===== src/hdl/seeded_perlin_octave_noise_unit_assert.svh =====
// Assertion macros shared by the noise unit modules
`ifndef SEEDED_PERLIN_OCTAVE_NOISE_UNIT_ASSERT_SVH
`define SEEDED_PERLIN_OCTAVE_NOISE_UNIT_ASSERT_SVH

// condition holds in the same cycle
`define SPON_ASSERT_SAME(lbl, clk, rst_n, ante, cons, msg) \
    lbl: assert property (@(posedge clk) disable iff (!(rst_n)) (ante) |-> (cons)) \
        else $error(msg);

// condition holds in the next cycle
`define SPON_ASSERT_NEXT(lbl, clk, rst_n, ante, cons, msg) \
    lbl: assert property (@(posedge clk) disable iff (!(rst_n)) (ante) |=> (cons)) \
        else $error(msg);

`endif


===== src/hdl/spon_pkg.sv =====
// Shared types and constants of the seeded Perlin octave noise unit
package spon_pkg;

    localparam int TABLE_SIZE   = 256;
    localparam int TAB_AW       = $clog2(TABLE_SIZE);
    localparam int IDX_W        = TAB_AW + 1;
    localparam int OCT_W        = 5;
    localparam int MAX_OCTAVES_DEF     = 8;
    localparam int COORD_FRAC_BITS_DEF = 16;

    localparam logic [31:0] LCG_MUL = 32'd1664525;
    localparam logic [31:0] LCG_INC = 32'd1013904223;
    localparam logic [31:0] ONE_Q16 = 32'h0001_0000;

    localparam logic [31:0] SEED_RST = 32'd0;
    localparam logic [1:0]  DIMS_RST = 2'd2;
    localparam logic [3:0]  OCTC_RST = 4'd4;
    localparam logic [16:0] PERS_RST = 17'd32768;
    localparam logic [15:0] LAC_RST  = 16'd512;

    typedef enum logic [2:0] {
        CFG_SEED = 3'd0,
        CFG_DIMS = 3'd1,
        CFG_OCTC = 3'd2,
        CFG_PERS = 3'd3,
        CFG_LAC  = 3'd4
    } t_cfg;

    typedef enum logic [5:0] {
        ST_IDLE, ST_R_INIT, ST_R_LCG, ST_R_DLOAD, ST_R_DIV,
        ST_R_RDI, ST_R_RDJ, ST_R_WRI, ST_R_WRJ,
        ST_S_MX, ST_S_MY, ST_S_FX1, ST_S_FX2, ST_S_FX3,
        ST_S_FY1, ST_S_FY2, ST_S_FY3,
        ST_S_RA, ST_S_RB, ST_S_RAA, ST_S_RBA, ST_S_RAB, ST_S_RBB, ST_S_LAT,
        ST_S_BL1D, ST_S_BLR0, ST_S_BLR1, ST_S_BLN, ST_S_ACC, ST_S_UPD,
        ST_Q_INIT, ST_Q_STEP, ST_FIN
    } t_state;

    typedef enum logic [4:0] {
        OP_NONE, OP_ACCEPT, OP_INIT_WR, OP_LCG, OP_DLOAD, OP_DSTEP,
        OP_RD_I, OP_RD_J, OP_WR_I, OP_WR_J,
        OP_MUL_X, OP_MUL_Y, OP_FADE1, OP_FADE2, OP_FADE3,
        OP_RD_A, OP_RD_B, OP_RD_AA, OP_RD_BA, OP_RD_AB, OP_RD_BB, OP_LAT_LAST,
        OP_BL_1D, OP_BL_R0, OP_BL_R1, OP_BL_N, OP_ACC, OP_UPD,
        OP_QINIT, OP_QSTEP, OP_FIN
    } t_op;

    typedef struct packed {
        t_op              op;
        logic [IDX_W-1:0] idx;
        logic             sel_y;
    } t_cmd;

    typedef struct packed {
        logic             dims_1d;
        logic [OCT_W-1:0] octaves;
        logic             out_free;
    } t_status;

endpackage


===== src/hdl/spon_ctrl.sv =====
// Sequencer for reseed shuffle and octave noise sampling
`include "seeded_perlin_octave_noise_unit_assert.svh"
module spon_ctrl (
    input  logic              i_clk,
    input  logic              i_rst_n,
    input  logic              i_valid,
    input  logic              i_command,
    input  spon_pkg::t_status i_status,
    output logic              o_stall,
    output spon_pkg::t_cmd    o_cmd
);
    import spon_pkg::*;

    localparam int SHUF_STEPS = TAB_AW;
    localparam int QBITS      = 17;

    t_state           r_state, n_state;
    logic [IDX_W-1:0] r_idx, n_idx;
    logic [4:0]       r_step, n_step;
    logic [OCT_W-1:0] r_oct, n_oct;

    always_ff @(posedge i_clk) begin
        if (!i_rst_n) begin
            r_state <= ST_IDLE;
            r_idx   <= '0;
            r_step  <= '0;
            r_oct   <= '0;
        end else begin
            r_state <= n_state;
            r_idx   <= n_idx;
            r_step  <= n_step;
            r_oct   <= n_oct;
        end
    end

    always_comb begin
        n_state = r_state;
        n_idx   = r_idx;
        n_step  = r_step;
        n_oct   = r_oct;
        case (r_state)
            ST_IDLE: begin
                if (i_valid) begin
                    n_oct = '0;
                    n_idx = '0;
                    if (!i_command) begin
                        n_state = ST_R_INIT;
                    end else if (i_status.octaves == '0) begin
                        n_state = ST_FIN;
                    end else begin
                        n_state = ST_S_MX;
                    end
                end
            end
            ST_R_INIT: begin
                if (r_idx == IDX_W'(TABLE_SIZE - 1)) begin
                    n_state = ST_R_LCG;
                end else begin
                    n_idx = r_idx + 1'b1;
                end
            end
            ST_R_LCG:   n_state = ST_R_DLOAD;
            ST_R_DLOAD: begin
                n_step  = '0;
                n_state = ST_R_DIV;
            end
            ST_R_DIV: begin
                if (r_step == 5'(SHUF_STEPS - 1)) begin
                    n_state = ST_R_RDI;
                end else begin
                    n_step = r_step + 1'b1;
                end
            end
            ST_R_RDI: n_state = ST_R_RDJ;
            ST_R_RDJ: n_state = ST_R_WRI;
            ST_R_WRI: n_state = ST_R_WRJ;
            ST_R_WRJ: begin
                if (r_idx == IDX_W'(1)) begin
                    n_state = ST_FIN;
                end else begin
                    n_idx   = r_idx - 1'b1;
                    n_state = ST_R_LCG;
                end
            end
            ST_S_MX:  n_state = i_status.dims_1d ? ST_S_FX1 : ST_S_MY;
            ST_S_MY:  n_state = ST_S_FX1;
            ST_S_FX1: n_state = ST_S_FX2;
            ST_S_FX2: n_state = ST_S_FX3;
            ST_S_FX3: n_state = i_status.dims_1d ? ST_S_RA : ST_S_FY1;
            ST_S_FY1: n_state = ST_S_FY2;
            ST_S_FY2: n_state = ST_S_FY3;
            ST_S_FY3: n_state = ST_S_RA;
            ST_S_RA:  n_state = ST_S_RB;
            ST_S_RB:  n_state = i_status.dims_1d ? ST_S_LAT : ST_S_RAA;
            ST_S_RAA: n_state = ST_S_RBA;
            ST_S_RBA: n_state = ST_S_RAB;
            ST_S_RAB: n_state = ST_S_RBB;
            ST_S_RBB: n_state = ST_S_LAT;
            ST_S_LAT: n_state = i_status.dims_1d ? ST_S_BL1D : ST_S_BLR0;
            ST_S_BL1D: n_state = ST_S_ACC;
            ST_S_BLR0: n_state = ST_S_BLR1;
            ST_S_BLR1: n_state = ST_S_BLN;
            ST_S_BLN:  n_state = ST_S_ACC;
            ST_S_ACC:  n_state = ST_S_UPD;
            ST_S_UPD: begin
                n_oct = r_oct + 1'b1;
                if (OCT_W'(r_oct + 1'b1) == i_status.octaves) begin
                    n_state = ST_Q_INIT;
                end else begin
                    n_state = ST_S_MX;
                end
            end
            ST_Q_INIT: begin
                n_step  = '0;
                n_state = ST_Q_STEP;
            end
            ST_Q_STEP: begin
                if (r_step == 5'(QBITS - 1)) begin
                    n_state = ST_FIN;
                end else begin
                    n_step = r_step + 1'b1;
                end
            end
            ST_FIN: begin
                if (i_status.out_free) begin
                    n_state = ST_IDLE;
                end
            end
            default: n_state = ST_IDLE;
        endcase
    end

    always_comb begin
        o_stall     = (r_state != ST_IDLE);
        o_cmd.idx   = r_idx;
        o_cmd.sel_y = (r_state == ST_S_FY1) || (r_state == ST_S_FY2) ||
                      (r_state == ST_S_FY3);
        case (r_state)
            ST_IDLE:    o_cmd.op = i_valid ? OP_ACCEPT : OP_NONE;
            ST_R_INIT:  o_cmd.op = OP_INIT_WR;
            ST_R_LCG:   o_cmd.op = OP_LCG;
            ST_R_DLOAD: o_cmd.op = OP_DLOAD;
            ST_R_DIV:   o_cmd.op = OP_DSTEP;
            ST_R_RDI:   o_cmd.op = OP_RD_I;
            ST_R_RDJ:   o_cmd.op = OP_RD_J;
            ST_R_WRI:   o_cmd.op = OP_WR_I;
            ST_R_WRJ:   o_cmd.op = OP_WR_J;
            ST_S_MX:    o_cmd.op = OP_MUL_X;
            ST_S_MY:    o_cmd.op = OP_MUL_Y;
            ST_S_FX1, ST_S_FY1: o_cmd.op = OP_FADE1;
            ST_S_FX2, ST_S_FY2: o_cmd.op = OP_FADE2;
            ST_S_FX3, ST_S_FY3: o_cmd.op = OP_FADE3;
            ST_S_RA:    o_cmd.op = OP_RD_A;
            ST_S_RB:    o_cmd.op = OP_RD_B;
            ST_S_RAA:   o_cmd.op = OP_RD_AA;
            ST_S_RBA:   o_cmd.op = OP_RD_BA;
            ST_S_RAB:   o_cmd.op = OP_RD_AB;
            ST_S_RBB:   o_cmd.op = OP_RD_BB;
            ST_S_LAT:   o_cmd.op = OP_LAT_LAST;
            ST_S_BL1D:  o_cmd.op = OP_BL_1D;
            ST_S_BLR0:  o_cmd.op = OP_BL_R0;
            ST_S_BLR1:  o_cmd.op = OP_BL_R1;
            ST_S_BLN:   o_cmd.op = OP_BL_N;
            ST_S_ACC:   o_cmd.op = OP_ACC;
            ST_S_UPD:   o_cmd.op = OP_UPD;
            ST_Q_INIT:  o_cmd.op = OP_QINIT;
            ST_Q_STEP:  o_cmd.op = OP_QSTEP;
            ST_FIN:     o_cmd.op = i_status.out_free ? OP_FIN : OP_NONE;
            default:    o_cmd.op = OP_NONE;
        endcase
    end

    `SPON_ASSERT_NEXT(a_accept_busy, i_clk, i_rst_n, i_valid && !o_stall,
        r_state != ST_IDLE, "accepted item did not start work")
    `SPON_ASSERT_SAME(a_div_steps, i_clk, i_rst_n, r_state == ST_R_DIV,
        r_step < 5'(SHUF_STEPS), "shuffle divide step out of range")
    `SPON_ASSERT_SAME(a_oct_range, i_clk, i_rst_n, r_state == ST_S_MX,
        r_oct < i_status.octaves, "octave index past octave count")
endmodule


===== config.mk =====
export PLATFORM = sky130hd
export DESIGN_NAME = spon_ctrl
export DESIGN_NICKNAME = d
export VERILOG_FILES = /design/src/hdl/spon_pkg.sv /design/src/hdl/spon_ctrl.sv
export VERILOG_INCLUDE_DIRS = /design/src /design/src/hdl
export SDC_FILE = /design/constraint.sdc
export NUM_CORES = 1
export LEC_CHECK = 0
export BUFFER_PORTS_ARGS = -buffer_cell sky130_fd_sc_hd__buf_2
export CORE_AREA = 2 2 84 86
export DETAILED_ROUTE_END_ITERATION = 8
export DIE_AREA = 0 0 86 88
export GPL_ROUTABILITY_DRIVEN = 0
export MAX_ROUTING_LAYER = met4
export PLACE_DENSITY = 0.52
export SKIP_LAST_GASP = 1
export SLEW_MARGIN = 20
export SYNTH_ARGS = -nofsm -noshare
export SYNTH_HDL_FRONTEND = slang
export SYNTH_SLANG_ARGS = --single-unit

===== constraint.sdc =====
create_clock -name i_clk -period 3 [get_ports i_clk]
set_clock_uncertainty 0.15 [all_clocks]
set_input_delay 0.15 -clock i_clk [delete_from_list [all_inputs] [get_ports i_clk]]
set_output_delay 0.15 -clock i_clk [all_outputs]
set_load 0.01 [all_outputs]

==> summary.txt, run 1 <==
Hold path
  • Hold Crit Class: input port to register

Synthesis
  • Netlist cell types: 58
  • Seq cells post-synth: 25
  • Seq/Total Area, Yosys: 21.9%
  • Top-area cell type share of the netlist area: 21.9%
  • Syn Nets: 344
  • Largest cells by area after synthesis: dfxtp_1 22%, a21oi_1 7.2%, o21ai_0 6.1%
  • Post-synth top area cell: dfxtp_1
  • Post-Syn Area: 2290 um2
  • Top_reg_cell synth: dfxtp_1
  • Yosys warnings: 0
  • Post-synth EDFFs: 0
  • Cell count after synthesis: 326
  • Syn Area/Cell: 7.02 um2
  • Post-synth ARST share: 0%

Power and ir drop
  • Max VDD drop: 302 uV
  • Power Dens Cells: 714 nW/um2
  • Switching Power: 926 uW
  • Pleak: 0.000971 uW
  • Clock power share: 11.7%
  • Sw Ratio: 50.2%
  • Internal power: 921 uW
  • Combinational power share: 61.9%
  • Sequential share of power: 26.4%

Placed design
  • PortBufs: 26
  • Dpl hpwl: 5030 um

Timing
  • Final Hold Viols: 0
  • RSZ-0062 raised after global routing: false
  • Post-route minimum period: 2.67 ns
  • Fin crit share: 88.9%
  • Max Freq: 375 MHz
  • Final Max Tran Viols: 0
  • Setup_tns: 0 ns
  • Slew margin rel.: 58.5%
  • Worst Tran Pin Value: 0.621 ns
  • Final setup vio count: 0

CTS
  • CTS Buf Count: 3
  • CTS Buffer Depth: 2
  • CTS root buffer: clkbuf_8
  • CTS tree: done
  • # H-tree levels: 1
  • Post-CTS Hold Buffers: 0
  • Skew-Pair Late Insertion Delay: 0.28 ns
  • Clk pin slew, worst setup/hold paths: 0.10 ns
  • CTS resizes: 0
  • Post-CTS Setup Bufs: 0
  • Clk sinks: 25

Die
  • I/O pin total: 27
  • Chip Width: 86 um
  • Die height: 88 um
  • Die area: 7570 um2
  • Site Rows: 30
  • Core footprint: 6640 um2
  • Starting density of the core: 34.4%

Finish
  • Final Core Density: 38.9%
  • Layout cell share with drive strength beyond 1: 15.6%
  • Final Net Count: 366
  • Antenna cells: 0
  • Area grow syn2layout: 13.0%
  • Sequential Area: 500 um2
  • Area occupied by multi-input gates: 1640 um2
  • Most frequent cells in the layout: 33 x nor2_1, 33 x a21oi_1, 28 x o21ai_0
  • Fillers: 736

Routing
  • Total wire length: 6930 um
  • Routed via count: 2546
  • First-pass DRT Iterations: 4
  • Final ANT Viol Nets: 0
  • DR WL met2: 3130 um
  • DR top layer: met4
  • Residual DRC: 0
  • Initial DRC count: 233
  • Routed vias/inst: 5.96
  • Wire per inst: 16.2 um
  • Met3 wire length: 341 um
  • Routed metal-1 wire length: 3410 um

Critical path
  • Startpoint types: register
  • Crit. End Element: primary output
  • Crit path cell chain: or4_1 -> nor2_1 -> nand2_1 -> a21oi_1 -> buf_2
  • Cell family with most CP delay: simple AND/OR/NAND/NOR gates
  • Setup CP Type: register to primary output
  • Critical path fanouts, max: 17
  • Critical path buffers and inverters: 1
  • CP max stage cell: or4_1
  • Critical Path RT: 2.70 ns
  • Critical path arrival: 2.37 ns
  • Worst path max stage delay: 0.70 ns

GRT
  • Initial antenna violation count: 0
  • Total gr overflow: 0
  • Gr usage total: 19.7%
  • Vias in the first global route: 2368
  • First-pass GRT wire length: 11900 um
  • Largest net degree at the start of global routing: 26

Flow run
  • MaxCap Viol Count: 0

Status
  • Outcome: completed
kinds of logic (layout without fill, tap and decap cells):
kind of cell | Yosys count | in the layout | share of synthesized area [%]
simple gates | 139 | 139 | 33.9
xor+xnor | 7 | 7 | 2.68
fa+ha+maj | 7 | 7 | 3.83
buf+inv | 37 | 58 | 6.24
flops | 25 | 25 | 21.9
mux | 4 | 4 | 1.75
compound gates | 107 | 107 | 29.7
tightest hold or removal path, cell delays in order:
cell and delay [ns]:
buf_2 0.08, or4b_2 0.12, a21oi_1 0.06
through the flow:
step | area [um2] | power, uW | hold WS [ns] | cells | setup slack (ns)
floorplan | 2290 | 1290 | 0.162 | 326 | 0.665
global placement | 2540 | 1620 | 0.324 | 423 | 0.516
detailed placement | 2540 | 1620 | 0.324 | 423 | 0.432
CTS | 2580 | 1850 | 0.0182 | 427 | 0.340
global route | 2580 | 2030 | 0.0312 | 427 | 0.124
finish | 2580 | 1850 | 0.0291 | 427 | 0.332
cells in the mapped netlist (all sizes together) (5+ instances only):
library cell,count
o21ai,31
nand2,23
a211oi,6
a21oi,33
nand3,20
ha,7
nor2,33
clkbuf,17
buf,7
nor3,11
dfxtp,25
nor2b,8
inv,13
or4,6
or3,5
worst paths after layout:
kind,start,depth (start not counted),to,slack (ns)
hold reg to reg,r_step[4],2,r_step[4],0.35
setup reg to reg,r_idx[0],8,r_idx[3],0.37
hold / removal,i_status[0],3,r_state[5],0.03
setup / recovery,r_state[0],5,o_cmd[10],0.33
registers in the layout (all words and copies together) (netlist names):
signal / flops
r_state: 6
r_idx: 9
r_step: 5
r_oct: 5
power by group through the flow:
stage	sequential, uW	combinational [uW]	clock [uW]
3_5_place_dp	492	1120	0
4_1_cts	484	1130	228
2_1_floorplan	437	850	0
6_report	487	1140	217
3_3_place_gp	489	1130	0
5_1_grt	499	1290	238
cell type report:
type                    count  area share [%]
well taps                  80            3.87
multi-input cells         264            63.6
flip-flops and latches     25            19.4
clock inverters             1           0.290
clock buffers               3            1.60
repair buffers             41            9.39
inverters                  13            1.89
layer usage:
| metal | global-route usage (%) | vias to the layer above |
|---|---|---|
| li1 | - | 1261 |
| met1 | 26.8 | 1206 |
| met2 | 31.9 | 71 |
| met3 | 2.36 | 8 |
| met4 | 3.03 | 0 |
| met5 | - | - |
(Power assumes the default switching activity.)
==> inputs of run 2 (changes only) <==
Settings changed: PLACE_DENSITY 0.52 to 0.54.
Clock period 3 ns to 2.3 ns, I/O delays scaled along.
==> run 2 against run 1 <==
Critical path depth rose by 4; clock power is 34% higher; flip-flop and latch count unchanged; worst hold slack better by 0.0076 ns; design area increased by 12%; first-iteration DRC count is 19% lower; final cell count rose by 6.3%; routed wire length rose by 4.4%; clock-buffer cell count unchanged; global-route usage shrank 0.33 points; sequential power increased by 17%.
==> summary.txt, run 2 (same netlist as run 1, synthesis figures left out) <==
Status
  • Outcome: completed

Critical path
  • Setup CP Type: register to register
  • Critical path buffers and inverters: 1 (unchanged)
  • Worst path max stage delay: 0.34 ns (-0.36 ns)
  • Critical Path RT: 2.30 ns (-0.40 ns)
  • CP max stage cell: dfxtp_2
  • Crit. End Element: register
  • Cell family with most CP delay: simple AND/OR/NAND/NOR gates
  • Critical path fanouts, max: 3 (-14)
  • Startpoint types: register
  • Crit path cell chain: ha_1 -> and4_1 -> and4_4 -> ha_4 -> nor3_4 -> buf_4 -> o31a_1 -> nor4_1 -> a211oi_1
  • Critical path arrival: 2.23 ns (-0.14 ns)
  • Reg2reg setup slack: 0.07 ns (-0.30 ns)

Power and ir drop
  • Power Dens Cells: 960 nW/um2 (+34%)
  • Pleak: 0.00112 uW (+15%)
  • Max VDD drop: 257 uV (-15%)

Timing
  • Final Hold Viols: 0 (unchanged)
  • Final setup vio count: 0 (unchanged)
  • Post-route minimum period: 2.23 ns
  • Slew margin rel.: 62.4% (+3.8 points)
  • Fin crit share: 97.2%
  • Final Max Tran Viols: 0 (unchanged)
  • Max Freq: 447 MHz
  • RSZ-0062 raised after global routing: true
  • Final worst setup slack: 0.0653 ns (-0.267 ns)
  • Worst Tran Pin Value: 0.564 ns (-0.0572 ns)

Finish
  • Final Net Count: 393 (+7.4%)
  • Top reg by flops: r_idx
  • Most common cell after layout, fill and taps aside: buf_4
  • Most frequent cells in the layout: 39 x buf_4, 33 x a21oi_1, 32 x nor2_1
  • Area grow syn2layout: 26.3%
  • Design Area, Final: 2890 um2 (+12%)
  • Top flop regs: r_idx x9, r_state x6
  • Antenna cells: 0 (unchanged)
  • Layout cell share with drive strength beyond 1: 25.9% (+10 points)
  • Number of flip-flops in the largest register: 9 (unchanged)

Die
  • I/O pin total: 27 (unchanged)
  • Chip Width: 86 um (unchanged)
  • Die area: 7570 um2 (unchanged)
  • Die height: 88 um (unchanged)
  • Core footprint: 6640 um2 (unchanged)
  • Starting density of the core: 34.4% (unchanged)
  • Site Rows: 30 (unchanged)

CTS
  • Clk sinks: 25 (unchanged)
  • CTS tree: done
  • CTS Buf Count: 3 (unchanged)
  • Skew-Pair Late Insertion Delay: 0.28 ns (about the same)
  • Clk pin slew, worst setup/hold paths: 0.11 ns (about the same)
  • CTS root buffer: clkbuf_8
  • CTS Buffer Depth: 2 (unchanged)
  • # H-tree levels: 1 (unchanged)

Routing
  • Residual DRC: 0 (unchanged)
  • Routed via count: 2692 (+5.7%)
  • Total wire length: 7240 um (+4.4%)
  • First-pass DRT Iterations: 5 (+1)
  • Wire per inst: 15.9 um (-1.8%)
  • Routed vias/inst: 5.93 (-0.55%)
  • Initial DRC count: 189 (-19%)
  • Final ANT Viol Nets: 0 (unchanged)

Placed design
  • PortBufs: 26 (unchanged)
  • Dpl hpwl: 5430 um (+8.0%)
  • Place WS: -0.0252 ns (-0.457 ns)
  • Cell Area, Placed: 2720 um2 (+7.4%)

GRT
  • Vias in the first global route: 2400 (+1.4%)
  • Initial antenna violation count: 0 (unchanged)
  • Gr usage total: 19.3% (-0.33 points)
  • Largest net degree at the start of global routing: 21 (-19%)
  • Total gr overflow: 0 (unchanged)
  • First-pass GRT wire length: 11500 um (-2.8%)

Flow run
  • MaxCap Viol Count: 0 (unchanged)

Hold path
  • Hold Crit Class: input port to register
## run 2: changes by cell type in the layout (fill, tap and decap cells not counted), sizes merged
cell,delta
inv,+1
dlygate4sd3,+1
buf,+26
clkinvlp,-1
## run 2: timing repair
item                                   in CTS  in global routing
setup buffers                               0                  2
hold buffers                                1                  0
endpoints found under the hold margin       1                  0
setup endpoints to repair                   4                 16
gates resized for setup                     5                 18
pin swaps                                   0                  4
## run 2: where the power goes
part | internal [uW] | switching, uW
Clock | 127 | 163
Combinational | 826 | 1080
Sequential | 500 | 70.6
## run 2: area by class of cell
| cell class | instances | area [um2] |
|---|---|---|
| multi-input combinational | 264 | 1730 |
| inverter | 13 | 48.8 |
| sequential | 25 | 505 |
| clock inverter | 1 | 8.76 |
| clock buffer | 3 | 41.3 |
| fill | 691 | 3760 |
| timing repair buffer | 68 | 455 |
| tap | 80 | 100 |
## run 2: metrics by stage
stage | std cells | util [%] | power, uW | TNS (ns) | hold WS [ns]
2_1_floorplan | 326 | - | 1690 | -0.00963 | 0.127
3_3_place_gp | 447 | 41.0 | 2310 | 0 | 0.288
3_5_place_dp | 447 | 41.0 | 2310 | -0.0252 | 0.289
4_1_cts | 452 | 42.2 | 2660 | -0.0251 | 0.0390
5_1_grt | 454 | 43.5 | 2970 | -0.0643 | 0.0345
6_report | 454 | 43.5 | 2770 | 0 | 0.0367
## run 2: path summary, 6_finish.rpt
kind         cells past startpoint         end      from
min reg2reg                      1    r_oct[4]  r_oct[4]
max                              9  r_state[0]  r_idx[0]
min                              3  r_state[2]   i_rst_n
max reg2reg                      9  r_state[0]  r_idx[0]
## run 2: worst reg2reg max path, delay by kind of cell (launching register included)
kind | cells | cell delay, ns
AO/OA/AOI/OAI | 2 | 0.40
adder cells (fa/ha/maj) | 2 | 0.29
buffers and inverters | 1 | 0.15
flip-flops | 1 | 0.34
AND/OR/NAND/NOR | 4 | 0.77
## run 2: per-layer routing
metal	GRT usage (%)	vias up	part of all wire, %
met3	2.45	12	4.8
li1	-	1316	-
met4	5.34	0	1.6
met2	31.4	85	46
met1	25.3	1279	47
met5	-	-	0
